File: src/beor_pkg.sv
// Shared types and constants for the binary erode / inner border row unit.
// Depends on nothing; every other file refers to it by scoped names.
`timescale 1ns / 1ps
`default_nettype none

package beor_pkg;

    // Fixed payload widths
    localparam int PIX_W   = 64;
    localparam int WIDTH_W = 7;
    localparam int CFG_W   = 7;
    localparam int IDX_W   = 1;

    // Result queue geometry
    localparam int FIFO_DEPTH = 4;
    localparam int PTR_W      = 2;
    localparam int CNT_W      = 3;

    localparam logic [WIDTH_W-1:0] RESET_ROW_WIDTH = 7'd64;

    // Configuration register indexes
    typedef enum logic [IDX_W-1:0] {
        REG_MODE      = 1'b0,
        REG_ROW_WIDTH = 1'b1
    } reg_index_t;

    // Mode codes
    localparam logic MODE_ERODE  = 1'b0;
    localparam logic MODE_BORDER = 1'b1;

    typedef struct packed {
        logic [PIX_W-1:0] row_pixels;
        logic             last_row;
    } in_item_t;

    typedef struct packed {
        logic [PIX_W-1:0] row_result;
        logic             final_row;
    } out_item_t;

endpackage

`default_nettype wire

File: src/binary_erode_or_border_rows_unit.sv
// Top level of the binary erode / inner border row unit.
// Depends on beor_pkg, beor_row_proc and beor_out_fifo.
//
// Takes a binary image one packed row per transfer, top row first, and
// returns each row's cross-window result once the row below it has arrived;
// the bottom row (last_row set) returns its own result as well, marked by
// final_row. Mode 0 keeps a set pixel only when its four neighbours are set;
// mode 1 keeps a set pixel that has any clear neighbour. Pixels outside the
// image and bits at or above row_width (width zero acting as one) read as
// clear. A row is accepted every cycle while the result queue has room:
// it is captured in an input stage, the window logic resolves it
// combinationally and its results land in a four-entry result queue. The
// output port returns one result per cycle while out_ready is high, which
// is what limits the sustained rate when bottom rows bring two results.
// Write configuration only while no results are outstanding.
`timescale 1ns / 1ps
`default_nettype none

module binary_erode_or_border_rows_unit #(
    parameter int MAX_ROW_WIDTH = 64
) (
    input  wire logic                              clk,
    input  wire logic                              rst_n,
    input  wire logic                              cfg_wr_en,
    input  wire logic [beor_pkg::IDX_W-1:0]        cfg_index,
    input  wire logic [beor_pkg::CFG_W-1:0]        cfg_wdata,
    input  wire logic                              in_valid,
    output logic                                   in_ready,
    input  wire beor_pkg::in_item_t                in_data,
    output logic                                   out_valid,
    input  wire logic                              out_ready,
    output beor_pkg::out_item_t                    out_data
);

    localparam int N = MAX_ROW_WIDTH;

    // Configuration
    logic                                mode_reg;
    logic [beor_pkg::WIDTH_W-1:0]        row_width_reg;
    logic [N-1:0]                        mask;

    // Row state
    logic [N-1:0]                        pending_row_reg;
    logic [N-1:0]                        above_row_reg;
    logic                                pending_valid_reg;

    // Input stage
    logic                                s1_valid_reg;
    logic                                s1_valid_next;
    logic [N-1:0]                        s1_up_reg;
    logic [N-1:0]                        s1_mid_reg;
    logic [N-1:0]                        s1_down_reg;
    logic                                s1_emit_reg;
    logic                                s1_last_reg;

    logic                                in_fire;
    logic [N-1:0]                        in_row;
    logic [1:0]                          s1_count;
    logic                                s1_push;
    logic [N-1:0]                        mid_result;
    logic [N-1:0]                        down_result;
    beor_pkg::out_item_t                 item_mid;
    beor_pkg::out_item_t                 item_down;
    beor_pkg::out_item_t                 push_first;
    logic [1:0]                          push_count;
    logic [beor_pkg::CNT_W-1:0]          free_slots;

    // Configuration writes
    always_ff @(posedge clk or negedge rst_n)
    begin
        if (!rst_n)
        begin
            mode_reg      <= beor_pkg::MODE_ERODE;
            row_width_reg <= beor_pkg::RESET_ROW_WIDTH;
        end
        else if (cfg_wr_en)
        begin
            unique case (beor_pkg::reg_index_t'(cfg_index))
                beor_pkg::REG_MODE:      mode_reg      <= cfg_wdata[0];
                beor_pkg::REG_ROW_WIDTH: row_width_reg <= cfg_wdata[beor_pkg::WIDTH_W-1:0];
                default:                 mode_reg      <= mode_reg;
            endcase
        end
    end

    // Column mask: width zero acts as one, anything above N as N
    always_comb
    begin
        for (int x = 0; x < N; x++)
            mask[x] = (x == 0) || (beor_pkg::WIDTH_W'(x) < row_width_reg);
    end

    assign in_row  = in_data.row_pixels[N-1:0] & mask;
    assign in_fire = in_valid && in_ready;

    // Results that the captured row releases
    assign s1_count = {1'b0, s1_emit_reg} + {1'b0, s1_last_reg};
    assign s1_push  = s1_valid_reg && (free_slots >= beor_pkg::CNT_W'(s1_count));
    assign in_ready = !s1_valid_reg || s1_push;

    always_comb
    begin
        s1_valid_next = s1_valid_reg;
        if (in_fire)
            s1_valid_next = 1'b1;
        else if (s1_push)
            s1_valid_next = 1'b0;
    end

    // Advance row state on each input transfer; clear after the bottom row
    always_ff @(posedge clk or negedge rst_n)
    begin
        if (!rst_n)
        begin
            pending_row_reg   <= '0;
            above_row_reg     <= '0;
            pending_valid_reg <= 1'b0;
            s1_valid_reg      <= 1'b0;
        end
        else
        begin
            s1_valid_reg <= s1_valid_next;
            if (in_fire)
            begin
                if (in_data.last_row)
                begin
                    pending_row_reg   <= '0;
                    above_row_reg     <= '0;
                    pending_valid_reg <= 1'b0;
                end
                else
                begin
                    if (pending_valid_reg)
                        above_row_reg <= pending_row_reg;
                    pending_row_reg   <= in_row;
                    pending_valid_reg <= 1'b1;
                end
            end
        end
    end

    // Capture the row triple for the window logic
    always_ff @(posedge clk)
    begin
        if (in_fire)
        begin
            s1_up_reg   <= above_row_reg;
            s1_mid_reg  <= pending_row_reg;
            s1_down_reg <= in_row;
            s1_emit_reg <= pending_valid_reg;
            s1_last_reg <= in_data.last_row;
        end
    end

    beor_row_proc #(
        .N (N)
    ) u_row_proc (
        .mode        (mode_reg),
        .mask        (mask),
        .up_row      (s1_up_reg),
        .mid_row     (s1_mid_reg),
        .down_row    (s1_down_reg),
        .emit_mid    (s1_emit_reg),
        .mid_result  (mid_result),
        .down_result (down_result)
    );

    // Order results: pending row first, then bottom row
    always_comb
    begin
        item_mid.row_result  = beor_pkg::PIX_W'(mid_result);
        item_mid.final_row   = 1'b0;
        item_down.row_result = beor_pkg::PIX_W'(down_result);
        item_down.final_row  = 1'b1;
        push_first           = s1_emit_reg ? item_mid : item_down;
        push_count           = s1_push ? s1_count : 2'd0;
    end

    beor_out_fifo u_out_fifo (
        .clk         (clk),
        .rst_n       (rst_n),
        .push_count  (push_count),
        .push_first  (push_first),
        .push_second (item_down),
        .pop         (out_ready),
        .free_slots  (free_slots),
        .head_valid  (out_valid),
        .head_item   (out_data)
    );

endmodule

`default_nettype wire

File: src/beor_row_proc.sv
// Cross-window logic: computes the result for the pending row and for the
// bottom row of an image from one captured row triple. Uses beor_pkg.
`timescale 1ns / 1ps
`default_nettype none

module beor_row_proc #(
    parameter int N = 64
) (
    input  wire logic         mode,
    input  wire logic [N-1:0] mask,
    input  wire logic [N-1:0] up_row,
    input  wire logic [N-1:0] mid_row,
    input  wire logic [N-1:0] down_row,
    input  wire logic         emit_mid,
    output logic [N-1:0]      mid_result,
    output logic [N-1:0]      down_result
);

    function automatic logic [N-1:0] process_row(
        input logic         md,
        input logic [N-1:0] m,
        input logic [N-1:0] u_in,
        input logic [N-1:0] c_in,
        input logic [N-1:0] d_in
    );
        logic [N-1:0] c;
        logic [N-1:0] from_left;
        logic [N-1:0] from_right;
        logic [N-1:0] all_set;
        c          = c_in & m;
        from_left  = (c << 1) & m;
        from_right = c >> 1;
        all_set    = (u_in & m) & (d_in & m) & from_left & from_right;
        if (md == beor_pkg::MODE_BORDER)
            process_row = c & ~all_set & m;
        else
            process_row = c & all_set & m;
    endfunction

    // Pending row: above, pending, new row below
    assign mid_result = process_row(mode, mask, up_row, mid_row, down_row);

    // Bottom row: the row above is the pending row if one was waiting; below is clear
    assign down_result = process_row(mode, mask, emit_mid ? mid_row : up_row,
                                     down_row, {N{1'b0}});

endmodule

`default_nettype wire

File: src/beor_out_fifo.sv
// Small result queue that takes up to two results per cycle and returns one per cycle when popped.
// Uses beor_pkg for the result type and queue geometry.
`timescale 1ns / 1ps
`default_nettype none

module beor_out_fifo (
    input  wire logic                       clk,
    input  wire logic                       rst_n,
    input  wire logic [1:0]                 push_count,
    input  wire beor_pkg::out_item_t        push_first,
    input  wire beor_pkg::out_item_t        push_second,
    input  wire logic                       pop,
    output logic [beor_pkg::CNT_W-1:0]      free_slots,
    output logic                            head_valid,
    output beor_pkg::out_item_t             head_item
);

    beor_pkg::out_item_t               mem [beor_pkg::FIFO_DEPTH];
    logic [beor_pkg::PTR_W-1:0]        wr_ptr_reg;
    logic [beor_pkg::PTR_W-1:0]        wr_ptr_next;
    logic [beor_pkg::PTR_W-1:0]        rd_ptr_reg;
    logic [beor_pkg::PTR_W-1:0]        rd_ptr_next;
    logic [beor_pkg::CNT_W-1:0]        count_reg;
    logic [beor_pkg::CNT_W-1:0]        count_next;
    logic                              do_pop;
    logic [beor_pkg::PTR_W-1:0]        wr_ptr_plus1;

    assign do_pop       = pop && (count_reg != '0);
    assign wr_ptr_plus1 = wr_ptr_reg + beor_pkg::PTR_W'(1);

    // Advance pointers and occupancy
    always_comb
    begin
        wr_ptr_next = wr_ptr_reg + beor_pkg::PTR_W'(push_count);
        rd_ptr_next = rd_ptr_reg + beor_pkg::PTR_W'(do_pop);
        count_next  = count_reg + beor_pkg::CNT_W'(push_count)
                      - beor_pkg::CNT_W'(do_pop);
    end

    always_ff @(posedge clk or negedge rst_n)
    begin
        if (!rst_n)
        begin
            wr_ptr_reg <= '0;
            rd_ptr_reg <= '0;
            count_reg  <= '0;
        end
        else
        begin
            wr_ptr_reg <= wr_ptr_next;
            rd_ptr_reg <= rd_ptr_next;
            count_reg  <= count_next;
        end
    end

    // Store incoming results in transfer order
    always_ff @(posedge clk)
    begin
        if (push_count != 2'd0)
            mem[wr_ptr_reg] <= push_first;
        if (push_count == 2'd2)
            mem[wr_ptr_plus1] <= push_second;
    end

    assign free_slots = beor_pkg::CNT_W'(beor_pkg::FIFO_DEPTH) - count_reg;
    assign head_valid = (count_reg != '0);
    assign head_item  = mem[rd_ptr_reg];

endmodule

`default_nettype wire

File: config.mk
export PLATFORM = sky130hd
export DESIGN_NAME = binary_erode_or_border_rows_unit
export DESIGN_NICKNAME = d
export VERILOG_FILES = /design/src/beor_pkg.sv /design/src/binary_erode_or_border_rows_unit.sv /design/src/beor_row_proc.sv /design/src/beor_out_fifo.sv
export SDC_FILE = /design/constraint.sdc
export NUM_CORES = 1
export LEC_CHECK = 0
export BUFFER_PORTS_ARGS = -buffer_cell sky130_fd_sc_hd__buf_4
export CORE_AREA = 3 3 244 342
export CTS_BUF_LIST = sky130_fd_sc_hd__clkbuf_8
export CTS_CLUSTER_DIAMETER = 80
export DETAILED_ROUTE_END_ITERATION = 6
export DIE_AREA = 0 0 247 345
export GPL_ROUTABILITY_DRIVEN = 0
export PLACE_DENSITY = 0.59
export SYNTH_ARGS = -nofsm -noshare
export SYNTH_HDL_FRONTEND = slang
export SYNTH_HIERARCHICAL = 1
export SYNTH_SLANG_ARGS = --single-unit
export TNS_END_PERCENT = 30
File: constraint.sdc
create_clock -name clk -period 9.4 [get_ports clk]
set_input_delay 0.94 -clock clk [delete_from_list [all_inputs] [get_ports clk]]
set_output_delay 0.94 -clock clk [all_outputs]
set_load 0.01 [all_outputs]
==> key figures <==
Critical path
  • Critical-path cell list: buf_4, mux4_2, buf_4
  • CP peak stage delay: 0.84 ns
  • Critical Path Stages: 3
  • CP top delay family: buffers and inverters
  • Req. time, crit path: 8.46 ns
  • Max Fanout on Critical Path: 41
  • Data arrival, critical path: 3.35 ns
  • Worst r2r src: s1_emit_reg
  • Most frequent CP cell: buf_4
  • R2r endpoint: u_out_fifo/mem[3][36]
  • Worst Setup EP: out_data[23]
  • Worst reg2reg path depth: 8
  • R2R Setup Slk: 5.38 ns
  • Setup CP Type: register to primary output
  • CP startpoint: u_out_fifo/rd_ptr_reg[0]
  • Buf+Inv Stages, Crit Path: 2
  • Critical Path End Type: primary output
  • CP startpoint kind: register
  • Slowest-stage cell, CP: dfrtp_4

Floorplanning
  • Die Y: 345 um
  • Row cnt: 123
  • Die ar.: 85,200 um^2
  • Initial Util: 0.348
  • Core area: 80,500 um^2
  • DIE WIDTH: 247 um
  • Boundary Pins: 145

GRT
  • Largest net degree at the start of global routing: 130
  • GR Util All Layers: 0.187
  • First-pass GRT wire length: 120,000 um
  • Initial antenna violation count: 2
  • GR Overflow Total: 0
  • Vias in the first global route: 18,800

CTS
  • Cts hold-fix bufs: 0
  • Clk Latency, worst-skew pair: 0.70 ns
  • Clock tree buffer depth: 3
  • Clk Tree Root Cell: clkbuf_8
  • Sink Count: 595
  • PostCTS Resize Cnt: 0
  • Clock-pin slew of the registers on the worst-case setup and hold paths: 0.07 ns
  • Inserted Clock Buffers: 88
  • # Post-CTS Setup Buffers: 0
  • H-tree Lvls: 3
  • CTS tree: yes

Synth
  • Syn. warnings: 6
  • Syn Std Cell Area: 28,000 um^2
  • Avg Inst Size Synth: 14.4 um^2
  • Cell count after synthesis: 1,942

Pwr
  • Clock network fraction of total power: 0.218
  • Reg power frac: 0.442
  • Int Pwr: 0.00635 W
  • Sw power: 0.00342 W
  • Pleak: 12.3 nW
  • Power per cell area: 306 nW/um^2
  • Gate power share: 0.341
  • Max VDD drop: 0.158 mV
  • Sw Ratio: 0.350

Drt
  • Post-DRT Antenna Nets: 0
  • Drt drc: 0
  • Initial drt markers: 1,500
  • Vias/cell: 5.55
  • Detailed-route via count: 17,900
  • WL/cell: 24.9 um
  • Iteration count of the initial detailed-routing pass: 5
  • Wirelength, routed: 80,400 um

STA
  • Final hold violation count: 0
  • Final period util: 0.456
  • Min Tclk post-route: 4.29 ns
  • Setup-failing EPs final: 0
  • Relative slew slack: 0.212
  • Worst-margin pin slew: 1.18 ns
  • Final Skew: 0.0445 ns
  • Pins Over Slew Limit: 0
  • RSZ-0062 raised after global routing: no
  • Setup_tns: 0 ns
  • Max Freq: 233 MHz

Place
  • Placed wire-length estimate: 50,100 um
  • Cell Area, Placed: 30,100 um^2
  • Port bufs: 144

Finish
  • Final instance area: 31,900 um^2
  • Area growth syn-to-layout: 13.8%
  • Fillers: 7,482
  • Largest Register: u_out_fifo/mem
  • Share of cells above drive strength 1: 0.282
  • Number of flip-flops in the largest register: 260
  • Nets@finish: 2,180

Hold path
  • Worst Hold Class: primary input to async pin

Outcome
  • Status: finished, final reports clean

Job
  • Max-cap violation count: 0
## per-layer routing
metal	vias to the layer above	part of all wire	global-route usage
met5	-	0.00025	0
met4	2	0.033	0.0743
met3	142	0.056	0.0284
met2	663	0.51	0.324
met1	9213	0.40	0.233
li1	7919	-	-
## power by group through the flow
stage / clock network, W / registers (W) / logic, W
finish: 0.00212 / 0.00431 / 0.00333
global placement: 0 / 0.00433 / 0.00331
floorplan: 0 / 0.00423 / 0.00212
detailed placement: 0 / 0.00437 / 0.00337
CTS: 0.00217 / 0.00432 / 0.00339
global route: 0.00229 / 0.00440 / 0.00358
## per-stage QoR
stage | hold slack, ns | cells | total power, W | utilization | worst slack [ns]
final | 0.351 | 3232 | 0.00976 | 0.396 | 5.11
after global routing | 0.395 | 3231 | 0.0103 | 0.396 | 4.88
after CTS | 0.354 | 3230 | 0.00988 | 0.396 | 4.93
after detailed placement | 0.426 | 3065 | 0.00773 | 0.374 | 5.41
after global placement | 0.423 | 3065 | 0.00764 | 0.374 | 5.43
after floorplan | 0.419 | 1948 | 0.00634 | - | 2.41
## worst min path at each step
stage | slack, ns | cells past startpoint | end
floorplan | 0.42 | 0 | s1_mid_reg[0]
global placement | 0.42 | 0 | s1_mid_reg[0]
detailed placement | 0.43 | 0 | s1_mid_reg[63]
CTS | 0.35 | 1 | above_row_reg[61]
global route | 0.39 | 1 | above_row_reg[62]
finish | 0.35 | 1 | above_row_reg[62]
## placed cells by master, fill, tap and decap left out, types with 71 or more instances in the layout
master    instances
buf_4           177
clkbuf_8        103
mux2_1          127
a22o_1           76
nand2_1         128
o21ai_0         105
edfxtp_1        452
mux2_2          207
dfrtp_1         139
inv_1            71
## final cells by class
type / count / area, um^2 / area share
flip-flops and latches: 595 / 17200 / 0.538
multi-input cells: 1179 / 10100 / 0.316
clock buffers: 103 / 1420 / 0.0445
repair buffers: 178 / 1340 / 0.0420
well taps: 1062 / 1330 / 0.0417
clock inverters: 62 / 364 / 0.0114
inverters: 51 / 199 / 0.00624
diodes: 2 / 5.00 / 0.000157
Power figures use the tool's default switching activity.
